File: config.mk
export PLATFORM = sky130hd
export DESIGN_NAME = multi_mode_byte_string_hash_unit
export DESIGN_NICKNAME = d
export VERILOG_FILES = /design/src/rtl/mmbsh_pkg.sv /design/src/rtl/mmbsh_fold.sv /design/src/rtl/mmbsh_rsp_queue.sv /design/src/rtl/multi_mode_byte_string_hash_unit.sv
export SDC_FILE = /design/constraint.sdc
export NUM_CORES = 2
export LEC_CHECK = 0
export BUFFER_PORTS_ARGS = -buffer_cell sky130_fd_sc_hd__buf_2
export CAP_MARGIN = 0
export CORE_MARGIN = 4
export CORE_UTILIZATION = 54
export CTS_BUF_LIST = sky130_fd_sc_hd__clkbuf_8
export DETAILED_ROUTE_END_ITERATION = 7
export PLACE_DENSITY = 0.7
export SLEW_MARGIN = 5
export SYNTH_ARGS = -nofsm -noshare
export SYNTH_HDL_FRONTEND = slang
export SYNTH_HIERARCHICAL = 1
export SYNTH_SLANG_ARGS = --single-unit
File: constraint.sdc
create_clock -name clock -period 7.8 [get_ports clock]
set_clock_uncertainty 0.05 [all_clocks]
set_input_delay 1.95 -clock clock [delete_from_list [all_inputs] [get_ports clock]]
set_output_delay 1.95 -clock clock [all_outputs]
set_load 0.01 [all_outputs]
File: src/rtl/mmbsh_pkg.sv
// ============================================================================
// mmbsh_pkg : shared definitions for the multi-mode byte string hash unit
// Mode codes, seeds, FNV primes and the item types passed between modules.
// ============================================================================
package mmbsh_pkg;

   typedef logic [3:0]  hash_mode_type;
   typedef logic [63:0] hash_word_type;

   // Hash mode codes as written to the mode register.
   localparam hash_mode_type MODE_DJB2     = 4'd0;
   localparam hash_mode_type MODE_DJB2A    = 4'd1;
   localparam hash_mode_type MODE_SDBM32   = 4'd2;
   localparam hash_mode_type MODE_SDBM64   = 4'd3;
   localparam hash_mode_type MODE_FNV0_32  = 4'd4;
   localparam hash_mode_type MODE_FNV0_64  = 4'd5;
   localparam hash_mode_type MODE_FNV1_32  = 4'd6;
   localparam hash_mode_type MODE_FNV1_64  = 4'd7;
   localparam hash_mode_type MODE_FNV1A_32 = 4'd8;
   localparam hash_mode_type MODE_FNV1A_64 = 4'd9;

   localparam hash_mode_type MODE_RESET = MODE_FNV1A_64;

   // Seeds.
   localparam hash_word_type SEED_DJB2    = 64'h0000_0000_0000_1505;
   localparam hash_word_type SEED_ZERO    = 64'h0000_0000_0000_0000;
   localparam hash_word_type FNV_BASIS_32 = 64'h0000_0000_811c_9dc5;
   localparam hash_word_type FNV_BASIS_64 = 64'hcbf2_9ce4_8422_2325;

   // FNV primes; the multipliers in the fold logic are shift-add forms of these.
   localparam logic [31:0] FNV_PRIME_32 = 32'h0100_0193;
   localparam logic [63:0] FNV_PRIME_64 = 64'h0000_0100_0000_01b3;

   // Result queue depth.
   localparam int unsigned RSP_QUEUE_DEPTH = 3;

   // One input item as held in the input register.
   typedef struct packed {
      logic [7:0] data_byte;
      logic       last_byte;
   } req_item_type;

   // Status of the result queue as seen by the top level.
   typedef struct packed {
      logic       not_empty;
      logic [1:0] count;
   } rsp_queue_status_type;

endpackage : mmbsh_pkg

File: src/rtl/mmbsh_fold.sv
// ============================================================================
// mmbsh_fold : combinational seed selection and single-byte hash update
// Folds one byte into the running hash for the selected mode.
// ============================================================================
module mmbsh_fold (
   input  mmbsh_pkg::hash_mode_type mode,
   input  logic                     at_start,
   input  mmbsh_pkg::hash_word_type running_hash,
   input  logic [7:0]               data_byte,
   output mmbsh_pkg::hash_word_type next_hash
);
   import mmbsh_pkg::*;

   hash_word_type seed;
   hash_word_type h;
   logic [31:0]   h32;
   logic [31:0]   b32;
   hash_word_type b64;
   logic [31:0]   djb_mul;
   logic [31:0]   sdbm_32;
   hash_word_type sdbm_64;
   logic [31:0]   mul32_op;
   logic [31:0]   mul32_res;
   hash_word_type mul64_op;
   hash_word_type mul64_res;
   logic          fnv_xor_first;

   // Codes beyond the defined set take the FNV-1a 64-bit arm.
   always_comb begin
      unique case (mode) inside
         MODE_DJB2, MODE_DJB2A:                        seed = SEED_DJB2;
         MODE_SDBM32, MODE_SDBM64,
         MODE_FNV0_32, MODE_FNV0_64:                   seed = SEED_ZERO;
         MODE_FNV1_32, MODE_FNV1A_32:                  seed = FNV_BASIS_32;
         default:                                      seed = FNV_BASIS_64;
      endcase
   end

   assign h   = at_start ? seed : running_hash;
   assign h32 = h[31:0];
   assign b32 = {24'd0, data_byte};
   assign b64 = {56'd0, data_byte};

   assign djb_mul = (h32 << 5) + h32;
   assign sdbm_32 = b32 + (h32 << 6) + (h32 << 16) - h32;
   assign sdbm_64 = b64 + (h << 6) + (h << 16) - h;

   // FNV-1a folds the byte in before the multiply, the others after it.
   assign fnv_xor_first = (mode != MODE_FNV0_32) && (mode != MODE_FNV0_64) &&
                          (mode != MODE_FNV1_32) && (mode != MODE_FNV1_64);
   assign mul32_op = fnv_xor_first ? (h32 ^ b32) : h32;
   assign mul64_op = fnv_xor_first ? (h ^ b64) : h;

   // Multiply by 0x01000193 = 2^24 + 2^8 + 2^7 + 2^4 + 2^1 + 1.
   assign mul32_res = (mul32_op << 24) + (mul32_op << 8) + (mul32_op << 7) +
                      (mul32_op << 4) + (mul32_op << 1) + mul32_op;
   // Multiply by 0x100000001b3 = 2^40 + 2^8 + 2^7 + 2^5 + 2^4 + 2^1 + 1.
   assign mul64_res = (mul64_op << 40) + (mul64_op << 8) + (mul64_op << 7) +
                      (mul64_op << 5) + (mul64_op << 4) + (mul64_op << 1) +
                      mul64_op;

   always_comb begin
      unique case (mode) inside
         MODE_DJB2:                   next_hash = {32'd0, djb_mul + b32};
         MODE_DJB2A:                  next_hash = {32'd0, djb_mul ^ b32};
         MODE_SDBM32:                 next_hash = {32'd0, sdbm_32};
         MODE_SDBM64:                 next_hash = sdbm_64;
         MODE_FNV0_32, MODE_FNV1_32:  next_hash = {32'd0, mul32_res ^ b32};
         MODE_FNV0_64, MODE_FNV1_64:  next_hash = mul64_res ^ b64;
         MODE_FNV1A_32:               next_hash = {32'd0, mul32_res};
         default:                     next_hash = mul64_res;
      endcase
   end

endmodule : mmbsh_fold

File: src/rtl/mmbsh_rsp_queue.sv
// ============================================================================
// mmbsh_rsp_queue : small result queue in front of the result channel
// Holds finished hashes so that the input side keeps flowing while the
// result side stalls.
// ============================================================================
module mmbsh_rsp_queue (
   input  logic                            clock,
   input  logic                            reset,
   input  logic                            push,
   input  mmbsh_pkg::hash_word_type        push_data,
   output mmbsh_pkg::rsp_queue_status_type status,
   output logic                            rsp_valid,
   input  logic                            rsp_stall,
   output logic [63:0]                     rsp_hash_value
);
   import mmbsh_pkg::*;

   localparam int unsigned PTR_W = 2;
   localparam logic [PTR_W-1:0] LAST_SLOT = PTR_W'(RSP_QUEUE_DEPTH - 1);

   hash_word_type    entry_ff [RSP_QUEUE_DEPTH];
   logic [PTR_W-1:0] head_ff, head_in;
   logic [PTR_W-1:0] tail_ff, tail_in;
   logic [1:0]       count_ff, count_in;
   logic             pop;

   assign rsp_valid      = (count_ff != 2'd0);
   assign rsp_hash_value = entry_ff[head_ff];
   assign pop            = rsp_valid && !rsp_stall;

   assign status.not_empty = rsp_valid;
   assign status.count     = count_ff;

   always_comb begin
      head_in  = head_ff;
      tail_in  = tail_ff;
      count_in = count_ff;
      if (pop) begin
         head_in = (head_ff == LAST_SLOT) ? '0 : head_ff + PTR_W'(1);
      end
      if (push) begin
         tail_in = (tail_ff == LAST_SLOT) ? '0 : tail_ff + PTR_W'(1);
      end
      count_in = count_ff + {1'b0, push} - {1'b0, pop};
   end

   always_ff @(posedge clock) begin
      if (reset) begin
         head_ff  <= '0;
         tail_ff  <= '0;
         count_ff <= '0;
      end else begin
         head_ff  <= head_in;
         tail_ff  <= tail_in;
         count_ff <= count_in;
      end
   end

   always_ff @(posedge clock) begin
      if (push) begin
         entry_ff[tail_ff] <= push_data;
      end
   end

endmodule : mmbsh_rsp_queue

File: src/rtl/multi_mode_byte_string_hash_unit.sv
// ============================================================================
// multi_mode_byte_string_hash_unit : byte-serial multi-mode string hash
// Hashes a message one byte per transfer with DJB2, DJB2a, SDBM or FNV.
// ============================================================================
// The unit takes one message byte per transfer on the request channel, the
// final byte flagged by req_last_byte, and returns one 64-bit hash per
// message on the response channel; 32-bit modes are zero-extended. The mode
// register (csr_write_data, reset to FNV-1a 64-bit, codes ten to fifteen
// behave as FNV-1a 64-bit) must only be written between messages, when no
// hash is still in flight. A byte can be accepted on every clock cycle while
// req_stall is low: the accepted byte lands in an input register, and in the
// following cycle the fold logic (a shift-add form of the FNV prime or the
// DJB2/SDBM recurrence) updates the running hash, so the sustained rate is
// one byte per cycle while unstalled. A folded final byte pushes its hash into
// the result queue, which presents it on rsp_hash_value after the hashes ahead
// of it. Finished hashes wait in a three-entry queue, so bytes keep being
// accepted while the response side stalls; req_stall rises only when that
// queue, together with a hash about to be written into it, is full.
module multi_mode_byte_string_hash_unit (
   input  logic        clock,
   input  logic        reset,
   // Configuration
   input  logic        csr_write_enable,
   input  logic [3:0]  csr_write_data,
   // Request channel
   input  logic        req_valid,
   output logic        req_stall,
   input  logic [7:0]  req_data_byte,
   input  logic        req_last_byte,
   // Response channel
   output logic        rsp_valid,
   input  logic        rsp_stall,
   output logic [63:0] rsp_hash_value
);
   import mmbsh_pkg::*;

   // Mode register.
   hash_mode_type        hash_mode_ff;

   // Input register: the byte accepted in the previous cycle.
   logic                 stage_valid_ff;
   req_item_type         stage_item_ff;
   req_item_type         stage_item_in;

   // Running hash and the start-of-message flag.
   hash_word_type        running_hash_ff, running_hash_in;
   logic                 at_start_ff, at_start_in;

   hash_word_type        next_hash;
   logic                 req_transfer;
   logic                 stage_fold;
   logic                 stage_push;
   logic [2:0]           queue_demand;
   rsp_queue_status_type queue_status;

   // A request transfer completes when valid is high and stall is low.
   assign req_transfer = req_valid && !req_stall;

   // The staged byte is always folded in the cycle after it is accepted; a
   // final byte always pushes its hash into the result queue.
   assign stage_fold = stage_valid_ff;
   assign stage_push = stage_valid_ff && stage_item_ff.last_byte;

   // Stall when the queued hashes plus the one about to be pushed leave no
   // room for a further final byte accepted now.
   assign queue_demand = {1'b0, queue_status.count} + {2'b00, stage_push};
   assign req_stall    = (queue_demand >= 3'(RSP_QUEUE_DEPTH));

   assign stage_item_in.data_byte = req_data_byte;
   assign stage_item_in.last_byte = req_last_byte;

   mmbsh_fold u_fold (
      .mode         (hash_mode_ff),
      .at_start     (at_start_ff),
      .running_hash (running_hash_ff),
      .data_byte    (stage_item_ff.data_byte),
      .next_hash    (next_hash)
   );

   always_comb begin
      running_hash_in = running_hash_ff;
      at_start_in     = at_start_ff;
      if (stage_fold) begin
         running_hash_in = next_hash;
         at_start_in     = stage_item_ff.last_byte;
      end
   end

   always_ff @(posedge clock) begin
      if (reset) begin
         hash_mode_ff    <= MODE_RESET;
         stage_valid_ff  <= 1'b0;
         running_hash_ff <= '0;
         at_start_ff     <= 1'b1;
      end else begin
         if (csr_write_enable) begin
            hash_mode_ff <= csr_write_data;
         end
         stage_valid_ff  <= req_transfer;
         running_hash_ff <= running_hash_in;
         at_start_ff     <= at_start_in;
      end
   end

   always_ff @(posedge clock) begin
      if (req_transfer) begin
         stage_item_ff <= stage_item_in;
      end
   end

   mmbsh_rsp_queue u_rsp_queue (
      .clock          (clock),
      .reset          (reset),
      .push           (stage_push),
      .push_data      (next_hash),
      .status         (queue_status),
      .rsp_valid      (rsp_valid),
      .rsp_stall      (rsp_stall),
      .rsp_hash_value (rsp_hash_value)
   );

`ifndef SYNTHESIS
   // The stall rule must keep the result queue from overflowing.
   assert property (@(posedge clock) disable iff (reset)
      queue_status.count <= 2'(RSP_QUEUE_DEPTH))
      else $error("result queue count exceeds its depth");

   // A folded final byte leaves a hash on the response channel.
   assert property (@(posedge clock) disable iff (reset)
      stage_push |=> rsp_valid)
      else $error("final byte folded but no hash presented");

   // The byte after a final byte starts a new message with the mode's seed.
   assert property (@(posedge clock) disable iff (reset)
      stage_push |=> at_start_ff)
      else $error("start-of-message flag not set after a final byte");

   // A non-final byte continues the message.
   assert property (@(posedge clock) disable iff (reset)
      (stage_valid_ff && !stage_item_ff.last_byte) |=> !at_start_ff)
      else $error("start-of-message flag set inside a message");
`endif

endmodule : multi_mode_byte_string_hash_unit
==> results.cfg <==
[sta]
fin_crit_ps = 7530
timing.final.max_slew_violations = 0
rsz0062_at_grt = false
fmax_mhz = 133
worst_pin_slew_ps = 1230
hold_violations = 0
maxSlewHeadroom_pct = 17.9
setup_viol = 0
final_min_period_over_clock_period_pct = 96.6
holdWs_ps = 446

[setup_path]
r2r-end = running_hash_ff[52]
worstSetupPathType = reg2reg
max_stage_delay_ps = 550
crit_family = compound AO/OA/AOI/OAI gates
critPathLaunch = hash_mode_ff[1]
worst-path-buf-inv = 3
crit_fanout = 9
end_kind = flop
cp_data_required_time_ps = 8190
worstRegToRegCells = 27
rrSetupSlack_ps = 270
crit_path_top_delay_cell = fa_1
crit_end = running_hash_ff[52]
critPathLaunchType = flop
reg2reg_from = hash_mode_ff[1]
critical_path_depth = 27
cp.arrival_ps = 7920

[global_routing]
grt_usage_pct = 31.1
grt_pass1_vias = 25100
grt_pass1_wl_um = 152000
grt_overflow_total = 0
grt_max_degree = 91
grt_antenna_before_repair = 1

[place]
dp_hpwl_um = 81700
portBuffers = 83
gp_congestion = 1.01

[drt]
wl_um = 101000
post_drt_via_cell_ratio = 6.03
num_vias = 26000
drt-initial-drc-count = 2271
dr.pass1.iters = 8
drc = 0
antenna_left = 0
wl_per_cell_um = 23.5

[floorplanning]
dieArea_mm2 = 0.0647
core.rowCount = 90
die_h_um = 254
die_w_um = 254
start_util_pct = 54.4
coreArea_mm2 = 0.0602
io_pins = 84

[hold_path]
whs_path_depth = 2
hp-class = reg2reg

[clocking]
clock_latency_ps = 590
cts-root-buf = clkbuf_8
cts_max_path_buffers = 3
cts-htree-levels = 2
cts_num_sinks = 279
clk_pin_slew_ps = 80
hold_buffers = 0
cts_buffers = 41
cts_tree = done

[cells_and_area]
drive_above_1_share_pct = 9.13
synthToLayoutAreaGrowth_pct = 8.01
final_nets = 4155
nFillCells = 5172
multiInputGateArea_mm2 = 0.0229
final-seq-area_mm2 = 0.00761

[synthesis]
syn-cell-area_mm2 = 0.0328
postSynthNetCount = 4033
syn_area_per_cell_um2 = 9.72
ys.warnings.count = 6
synth_cells = 3370

[run_status]
run_status = finished, final reports clean

[flow_run]
drv_cap = 0
worst min-delay path by stage:
stage	from	endpoint	slack, ps
after floorplan	running_hash_ff[1]	running_hash_ff[1]	400
final	running_hash_ff[60]	running_hash_ff[60]	450
after global routing	running_hash_ff[17]	running_hash_ff[17]	470
after CTS	running_hash_ff[17]	running_hash_ff[17]	450
after detailed placement	running_hash_ff[61]	running_hash_ff[61]	430
after global placement	running_hash_ff[33]	running_hash_ff[33]	420
registers in the layout, summed over array words and instances (netlist names), named ones only:
register / flops
u_rsp_queue/tail_ff: 2
u_rsp_queue/count_ff: 2
hash_mode_ff: 4
running_hash_ff: 64
u_rsp_queue/entry_ff: 192
stage_item_ff: 9
stage_fold: 1
at_start_ff: 1
u_rsp_queue/head_ff: 2
stage by stage:
step                cell area (um^2)  TNS, ps  std cells  util [%]  setup WS [ps]
floorplan                      32800        0       3370         -            192
global placement               34400    -3.44       4228      57.1          -3.44
detailed placement             34400     -618       4228      57.1           -152
CTS                            35300        0       4304      58.5           46.7
global route                   35400        0       4307      58.7           2.53
finish                         35400        0       4308      58.8            265
worst reg2reg max path: stages, from the launching register on:
cell	delay, ps
dfxtp_2	380
nor2_1	220
a22oi_1	130
o21ai_1	250
buf_4	230
o21ai_0	140
ha_1	340
mux2i_4	250
inv_1	200
fa_1	510
inv_1	50
fa_1	550
fa_1	420
ha_1	300
ha_1	330
o21ai_0	100
o21bai_1	120
o31a_1	370
a41o_1	310
a21o_1	260
a211o_1	320
a31o_2	260
a41oi_1	290
o31ai_1	140
xnor2_1	410
o22ai_2	200
mux2i_1	200
nor2_1	60
routing by layer:
metal	GRT usage (%)	up-vias	part of all wire, %
li1	-	11900	-
met1	44.1	12700	42
met2	43.8	1164	41
met3	12.0	206	13
met4	10.6	0	3.9
met5	0	-	0
repair_timing:
action                     CTS  global route
pin swaps                    0             1
setup endpoints to repair   13            84
gates cloned                 0             0
buffers inserted             0             3
hold endpoints to repair     0             0
gates resized for setup      2            26
placed cells by master, fill, tap and decap left out, types with 9 or more instances in the layout:
cell type	n
inv_1	465
fa_1	376
ha_1	269
nand2_1	251
edfxtp_1	201
a21oi_1	201
nor2_1	176
mux2i_1	135
o21ai_0	129
xnor2_1	129
a21o_1	125
buf_4	111
buf_2	83
dfxtp_1	74
xor2_1	73
o21ai_1	68
clkbuf_8	45
nand3_1	39
o21a_1	38
o22ai_1	35
nor2b_1	33
nand4_1	32
nand2b_1	29
nor3_1	29
and3_1	25
a31oi_1	23
o21bai_1	21
and2_1	16
a211oi_1	16
or3_1	13
o211ai_1	13
o31ai_1	13
a211o_1	12
a221oi_1	12
a221o_1	10
a222oi_1	9
layout make-up:
type | count | share of cell area (%)
diodes | 1 | 0.00707
repair buffers | 197 | 3.65
clock inverters | 31 | 0.725
clock buffers | 45 | 1.75
well taps | 782 | 2.76
flip-flops and latches | 279 | 21.5
inverters | 455 | 4.84
multi-input cells | 2518 | 64.8
Power is left out: the tool's default activity adds up to more than one toggle a clock period on the data nets, which glitch-free logic cannot reach.
